<file path="config.mk">
export PLATFORM = sky130hd
export DESIGN_NAME = wpl_div
export DESIGN_NICKNAME = d
export VERILOG_FILES = /design/src/rtl/wheel_power_limiter_unit_defines.svh /design/src/rtl/wpl_pkg.sv /design/src/rtl/wpl_div.sv
export SDC_FILE = /design/constraint.sdc
export NUM_CORES = 2
export LEC_CHECK = 0
export ABC_AREA = 1
export BUFFER_PORTS_ARGS = -buffer_cell sky130_fd_sc_hd__buf_4
export CAP_MARGIN = 25
export CORE_MARGIN = 5
export CORE_UTILIZATION = 35
export DETAILED_ROUTE_END_ITERATION = 16
export SETUP_SLACK_MARGIN = 0.2
export SLEW_MARGIN = 40
export SYNTH_ARGS = -nofsm -noshare
export SYNTH_HDL_FRONTEND = slang
export SYNTH_SLANG_ARGS = --single-unit
</file>
<file path="constraint.sdc">
create_clock -name clk -period 7.2 [get_ports clk]
set_clock_uncertainty 0.2 [all_clocks]
set_input_delay 0.72 -clock clk [delete_from_list [all_inputs] [get_ports clk]]
set_output_delay 0.72 -clock clk [all_outputs]
set_load 0.02 [all_outputs]
</file>
<file path="src/rtl/wheel_power_limiter_unit_defines.svh">
// Assertion helpers for the RTL
`ifndef WHEEL_POWER_LIMITER_UNIT_DEFINES_SVH
`define WHEEL_POWER_LIMITER_UNIT_DEFINES_SVH

// same-cycle implication, sampled on clk, off during reset
`define WPL_ASSERT_SAME(name, ante, cons, msg) \
    name: assert property (@(posedge clk) disable iff (!rst_n) (ante) |-> (cons)) \
        else $error(msg);

// next-cycle implication
`define WPL_ASSERT_NEXT(name, ante, cons, msg) \
    name: assert property (@(posedge clk) disable iff (!rst_n) (ante) |=> (cons)) \
        else $error(msg);

`endif

</file>
<file path="src/rtl/wpl_pkg.sv">
package wpl_pkg;

    localparam int WHEEL_COUNT = 4;
    localparam int VAL_W       = 16;
    localparam int GAIN_W      = 16;
    localparam int WATT_W      = 24;
    localparam int PROD_W      = 2 * VAL_W - 1;
    localparam int SUM_W       = PROD_W + $clog2(WHEEL_COUNT);
    localparam int PA_W        = GAIN_W + SUM_W;
    localparam int A_W         = SUM_W - 4;
    localparam int B_W         = SUM_W - 8;
    localparam int C_W         = A_W + 2;
    localparam int MC_W        = A_W + 1;
    localparam int BB_W        = 2 * B_W;
    localparam int FAC_W       = A_W + MC_W + 2;
    localparam int D_W         = 2 * ((FAC_W + 2) / 2);
    localparam int R_W         = D_W / 2;
    localparam int RM_W        = R_W + 3;
    localparam int DV_W        = A_W + 2;
    localparam int Q_W         = 16;
    localparam int K_W         = Q_W + 1;
    localparam int IDX_W       = 2;
    localparam int CFG_W       = WATT_W;

    localparam logic [K_W-1:0] UNITY_K = K_W'(65536);

    localparam logic [IDX_W-1:0] REG_EFFORT_GAIN = 2'd0;
    localparam logic [IDX_W-1:0] REG_SPEED_GAIN  = 2'd1;
    localparam logic [IDX_W-1:0] REG_POWER_CAP   = 2'd2;
    localparam logic [IDX_W-1:0] REG_BASE_LOSS   = 2'd3;

    localparam logic [GAIN_W-1:0] EFFORT_GAIN_RST = 16'd1638;
    localparam logic [GAIN_W-1:0] SPEED_GAIN_RST  = 16'd2458;
    localparam logic [WATT_W-1:0] POWER_CAP_RST   = 24'd20480;
    localparam logic [WATT_W-1:0] BASE_LOSS_RST   = 24'd0;

    typedef logic [1:0] mode_t;
    localparam mode_t MODE_UNITY = 2'd0;
    localparam mode_t MODE_ZERO  = 2'd1;
    localparam mode_t MODE_LIN   = 2'd2;
    localparam mode_t MODE_QUAD  = 2'd3;

    typedef logic [WHEEL_COUNT-1:0][VAL_W-1:0] wheel_vec_t;

    typedef struct packed {
        logic  valid;
        mode_t mode;
    } tag_t;

    typedef struct packed {
        logic [A_W-1:0]  a;
        logic [B_W-1:0]  b;
        logic [MC_W-1:0] magc;
        wheel_vec_t      torque;
    } side_t;

endpackage

</file>
<file path="src/rtl/wpl_div.sv">
module wpl_div
    import wpl_pkg::*;
(
    input  logic           clk,
    input  logic           rst_n,
    input  logic           en,
    input  tag_t           tag_i,
    input  logic [R_W-1:0] r_i,
    input  side_t          side_i,
    output tag_t           tag_o,
    output logic [K_W-1:0] k_o,
    output wheel_vec_t     torque_o
);

    logic            r_gt_b;
    logic [R_W-1:0]  num;
    tag_t            tag_next;
    logic [DV_W-1:0] n_next, m_next;

    tag_t            tagp_reg;
    logic [DV_W-1:0] np_reg, mp_reg;
    logic            satp_reg;
    wheel_vec_t      trqp_reg;

    tag_t            tag_reg  [Q_W];
    logic [DV_W-1:0] rem_reg  [Q_W];
    logic [DV_W-1:0] m_reg    [Q_W];
    logic [Q_W-1:0]  q_reg    [Q_W];
    logic            sat_reg  [Q_W];
    wheel_vec_t      trq_reg  [Q_W];

    assign r_gt_b = r_i > R_W'(side_i.b);
    assign num    = r_i - R_W'(side_i.b);

    always_comb
    begin
        tag_next = tag_i;
        if ((tag_i.mode == MODE_QUAD) && !r_gt_b)
        begin
            tag_next.mode = MODE_ZERO;
        end
        if (tag_i.mode == MODE_LIN)
        begin
            n_next = DV_W'(side_i.magc);
            m_next = DV_W'(side_i.b);
        end
        else
        begin
            n_next = DV_W'(num);
            m_next = DV_W'({side_i.a, 1'b0});
        end
    end

    always_ff @(posedge clk or negedge rst_n)
    begin
        if (!rst_n)
        begin
            tagp_reg <= '0;
        end
        else if (en)
        begin
            tagp_reg <= tag_next;
        end
    end

    always_ff @(posedge clk)
    begin
        if (en)
        begin
            np_reg   <= n_next;
            mp_reg   <= m_next;
            satp_reg <= n_next >= m_next;
            trqp_reg <= side_i.torque;
        end
    end

    // restoring division, one quotient bit per stage
    for (genvar j = 0; j < Q_W; j++)
    begin : g_stage
        tag_t            tag_prev;
        logic [DV_W-1:0] rem_prev, m_prev, sh;
        logic [Q_W-1:0]  q_prev;
        logic            sat_prev;
        wheel_vec_t      trq_prev;

        if (j == 0)
        begin : g_first
            assign tag_prev = tagp_reg;
            assign rem_prev = np_reg;
            assign m_prev   = mp_reg;
            assign q_prev   = '0;
            assign sat_prev = satp_reg;
            assign trq_prev = trqp_reg;
        end
        else
        begin : g_next
            assign tag_prev = tag_reg[j-1];
            assign rem_prev = rem_reg[j-1];
            assign m_prev   = m_reg[j-1];
            assign q_prev   = q_reg[j-1];
            assign sat_prev = sat_reg[j-1];
            assign trq_prev = trq_reg[j-1];
        end

        assign sh = {rem_prev[DV_W-2:0], 1'b0};

        always_ff @(posedge clk or negedge rst_n)
        begin
            if (!rst_n)
            begin
                tag_reg[j] <= '0;
            end
            else if (en)
            begin
                tag_reg[j] <= tag_prev;
            end
        end

        always_ff @(posedge clk)
        begin
            if (en)
            begin
                if (sh >= m_prev)
                begin
                    rem_reg[j] <= sh - m_prev;
                    q_reg[j]   <= {q_prev[Q_W-2:0], 1'b1};
                end
                else
                begin
                    rem_reg[j] <= sh;
                    q_reg[j]   <= {q_prev[Q_W-2:0], 1'b0};
                end
                m_reg[j]   <= m_prev;
                sat_reg[j] <= sat_prev;
                trq_reg[j] <= trq_prev;
            end
        end
    end

    always_comb
    begin
        case (tag_reg[Q_W-1].mode)
            MODE_UNITY: k_o = UNITY_K;
            MODE_ZERO:  k_o = '0;
            default:    k_o = sat_reg[Q_W-1] ? UNITY_K : {1'b0, q_reg[Q_W-1]};
        endcase
    end

    assign tag_o    = tag_reg[Q_W-1];
    assign torque_o = trq_reg[Q_W-1];

endmodule

</file>
==> impl_metrics.json <==
{
  "cts_buffers": 245,
  "synth_compound_area_share_pct": 4.963,
  "drt-initial-drc-count": 4978,
  "grt_usage_pct": 17.73,
  "die_h_um": 569.2,
  "fin_cells": 15590,
  "die_area_um2": 323900,
  "async_flop_share_pct": 2.265,
  "yosys.area_share.adder_pct": 6.398,
  "grt_pass1_vias": 74740,
  "leakage_nw": 54.87,
  "synthesis.nets": 11500,
  "synthTopCellsByArea": "edfxtp_1, nand2_1, ha_1",
  "fin_crit_sh_pct": 63.82,
  "grt_pass1_wl_mm": 444.9,
  "hold_viol": 0,
  "fmax_mhz": 217.6,
  "synth_warnings": 0,
  "reg2reg_depth": 13,
  "maxSlewViolCount": 0,
  "min_period_ns": 4.595,
  "die_w_um": 569.2,
  "synth_cells": 10770,
  "drive_gt1_share_pct": 7.090,
  "yosys.area_share.simple_pct": 19.08,
  "yosysTopAreaCellShare_pct": 60.34,
  "antenna_found_initial": 7,
  "finalPower_mw": 46.72,
  "synth_area_um2": 109400,
  "multiInputGateArea_um2": 35420,
  "seqCellArea_um2": 67350,
  "cts_root_buf": "clkbuf_16",
  "firstDrtPassIters": 7,
  "drv_cap": 0,
  "drt_wl_total_mm": 293.2,
  "fp.coreArea_um2": 311600,
  "synth_top_cell_by_area": "edfxtp_1",
  "finalSetupTns_ns": 0,
  "endpoint_kind": "flop",
  "io_pins": 269,
  "gp_congestion": 0.9074,
  "grt_overflow": 0,
  "cts_resized": 0,
  "ant_nets": 0,
  "worst-slew-pin-transition_ns": 0.8548,
  "syn2layout_area_growth_pct": 14.32,
  "ir_drop_uv": 261.4,
  "status": "finished, final reports clean",
  "portBuffers": 268,
  "path_max_fanout": 48,
  "syn_area_per_cell_um2": 10.16,
  "synthTopCellsByCount": "nand2_1, edfxtp_1, inv_1",
  "num_vias": 74040,
  "hold_ws_ns": 0.08220,
  "max_slew_margin_pct": 43.01,
  "synth_most_common_cell": "nand2_1",
  "synth_top_family_by_area": "simple AND/OR/NAND/NOR gates",
  "h-tree-depth": 4,
  "yosysSeqAreaShare_pct": 61.54,
  "whs_path_depth": 3,
  "synth_edf_count": 2199,
  "clk_pin_slew_ns": 0.06,
  "postLayoutCellArea_um2": 125100,
  "vias_per_cell": 4.748,
  "fillers": 30530,
  "final_net_count": 11990,
  "muxShareOfSynthArea_pct": 0.009147,
  "rsz0062_at_grt": "no",
  "wl_per_cell_um": 18.80,
  "initial_core_util_pct": 35.11,
  "synth_ff_type": "edfxtp_1",
  "yosysUniqueCellTypes": 51,
  "rows": 205,
  "clkSinkCount": 2252,
  "drc_errors": 0,
  "crit_required_ns": 7.63,
  "path_class": "primary input to flop",
  "setup_viol": 0,
  "grt_max_degree": 146,
  "largest_reg_flops": 1024,
  "placedCellCount": 15060,
  "hold_class": "primary input to flop",
  "crit_path_start_kind": "primary input",
  "placed_area_um2": 116200,
  "arrival_ns": 5.03,
  "ys_ff_latch": 2252,
  "cts_tree": "built",
  "clock_path_buffers": 4,
  "place_hpwl_mm": 226.3,
  "clock_latency_ns": 0.93,
  "synth_xor_area_share_pct": 1.857,
  "power_density_nw_per_um2": 373.4
}
-- cell usage in the layout, fill, tap and decap left out, drive strengths merged, types with 8 or more instances in the layout --
cell type	count
fa	16
nor3	90
or2	32
nand2	3224
a21boi	14
buf	324
nand3b	23
clkinvlp	19
xor2	211
o21bai	54
and2	13
ha	534
nor2	694
nand4	122
o21ai	312
inv	1512
or3	8
dfrtp	51
nand3	824
clkbuf	294
o21a	18
a31oi	14
edfxtp	2199
clkinv	99
xnor2	21
a21o	36
a21oi	547
dlygate4sd3	84
bufinv	25
nor4	18
-- stage by stage --
step	setup WS (ns)	util [%]
after floorplan	3.812	-
after global placement	2.405	37.24
after detailed placement	2.409	37.28
after CTS	2.775	40.12
after global routing	2.404	40.14
final	2.605	40.14
-- metal layers --
metal | global-route usage [%] | vias to the layer above | part of all wire, %
li1 | - | 37150 | -
met1 | 21.03 | 34810 | 41
met2 | 32.23 | 1483 | 50
met3 | 2.056 | 598 | 3.5
met4 | 7.824 | 0 | 5.0
met5 | 0 | - | 0
-- cells by family (layout without fill, tap and decap cells) --
family                   after synthesis  count (layout)
AND/OR/NAND/NOR                     5052            5052
XOR/XNOR                             232             232
multiplexers                           1               1
other                                  0               1
AO/OA/AOI/OAI                       1009            1009
buffers and inverters               1673            2357
adder cells (fa/ha/maj)              550             550
flip-flops                          2252            2252
-- cell type report --
| type | count | area share (%) |
|---|---|---|
| inverter | 1499 | 4.501 |
| clock inverter | 156 | 1.307 |
| sequential | 2252 | 53.83 |
| antenna | 1 | 0.002000 |
| clock buffer | 294 | 5.106 |
| tap | 4140 | 4.140 |
| timing repair buffer | 408 | 2.799 |
| multi-input combinational | 6844 | 28.31 |
-- worst max-delay path: stages --
cell and delay (ns):
dlygate4sd3_1 0.54, buf_4 0.14, nor2_2 0.09, buf_4 0.40, clkinv_1 0.67, buf_4 0.53
or2_2 0.35, nand2_1 0.08, inv_1 0.06, ha_1 0.30, inv_1 0.05, nor2_1 0.25
nand3_1 0.13, nor3_1 0.21, nand3b_1 0.16, nand2_1 0.11, a21oi_1 0.07, o211ai_1 0.14
-- report_power, final --
group	internal [mW]	switching, mW
Clock	7.23	5.21
Sequential	17.1	1.21
Combinational	5.15	10.8
Total	29.5	17.3
-- what timing repair did --
| item | CTS | global route |
|---|---|---|
| buffers inserted | 0 | 0 |
| endpoints found under the hold margin | 140 | 0 |
| hold buffers | 84 | 0 |
-- final timing paths --
kind,slack [ns],start,to
max reg2reg,3.18,rem_reg[0][125]$_DFFE_PP_,rem_reg[0][184]$_DFFE_PP_
min reg2reg,0.18,sat_reg[4]$_DFFE_PP_,sat_reg[5]$_DFFE_PP_
min in group asynchronous,0.26,rst_n,g_stage[8].tag_prev[2]$_DFFE_PN0P_
max,2.60,tag_i[0],g_stage[0].sat_prev$_DFFE_PP_
min,0.08,side_i[66],g_stage[0].rem_prev[2]$_DFFE_PP_
max in group asynchronous,6.05,rst_n,g_stage[6].tag_prev[1]$_DFFE_PN0P_
(Power assumes the default switching activity.)
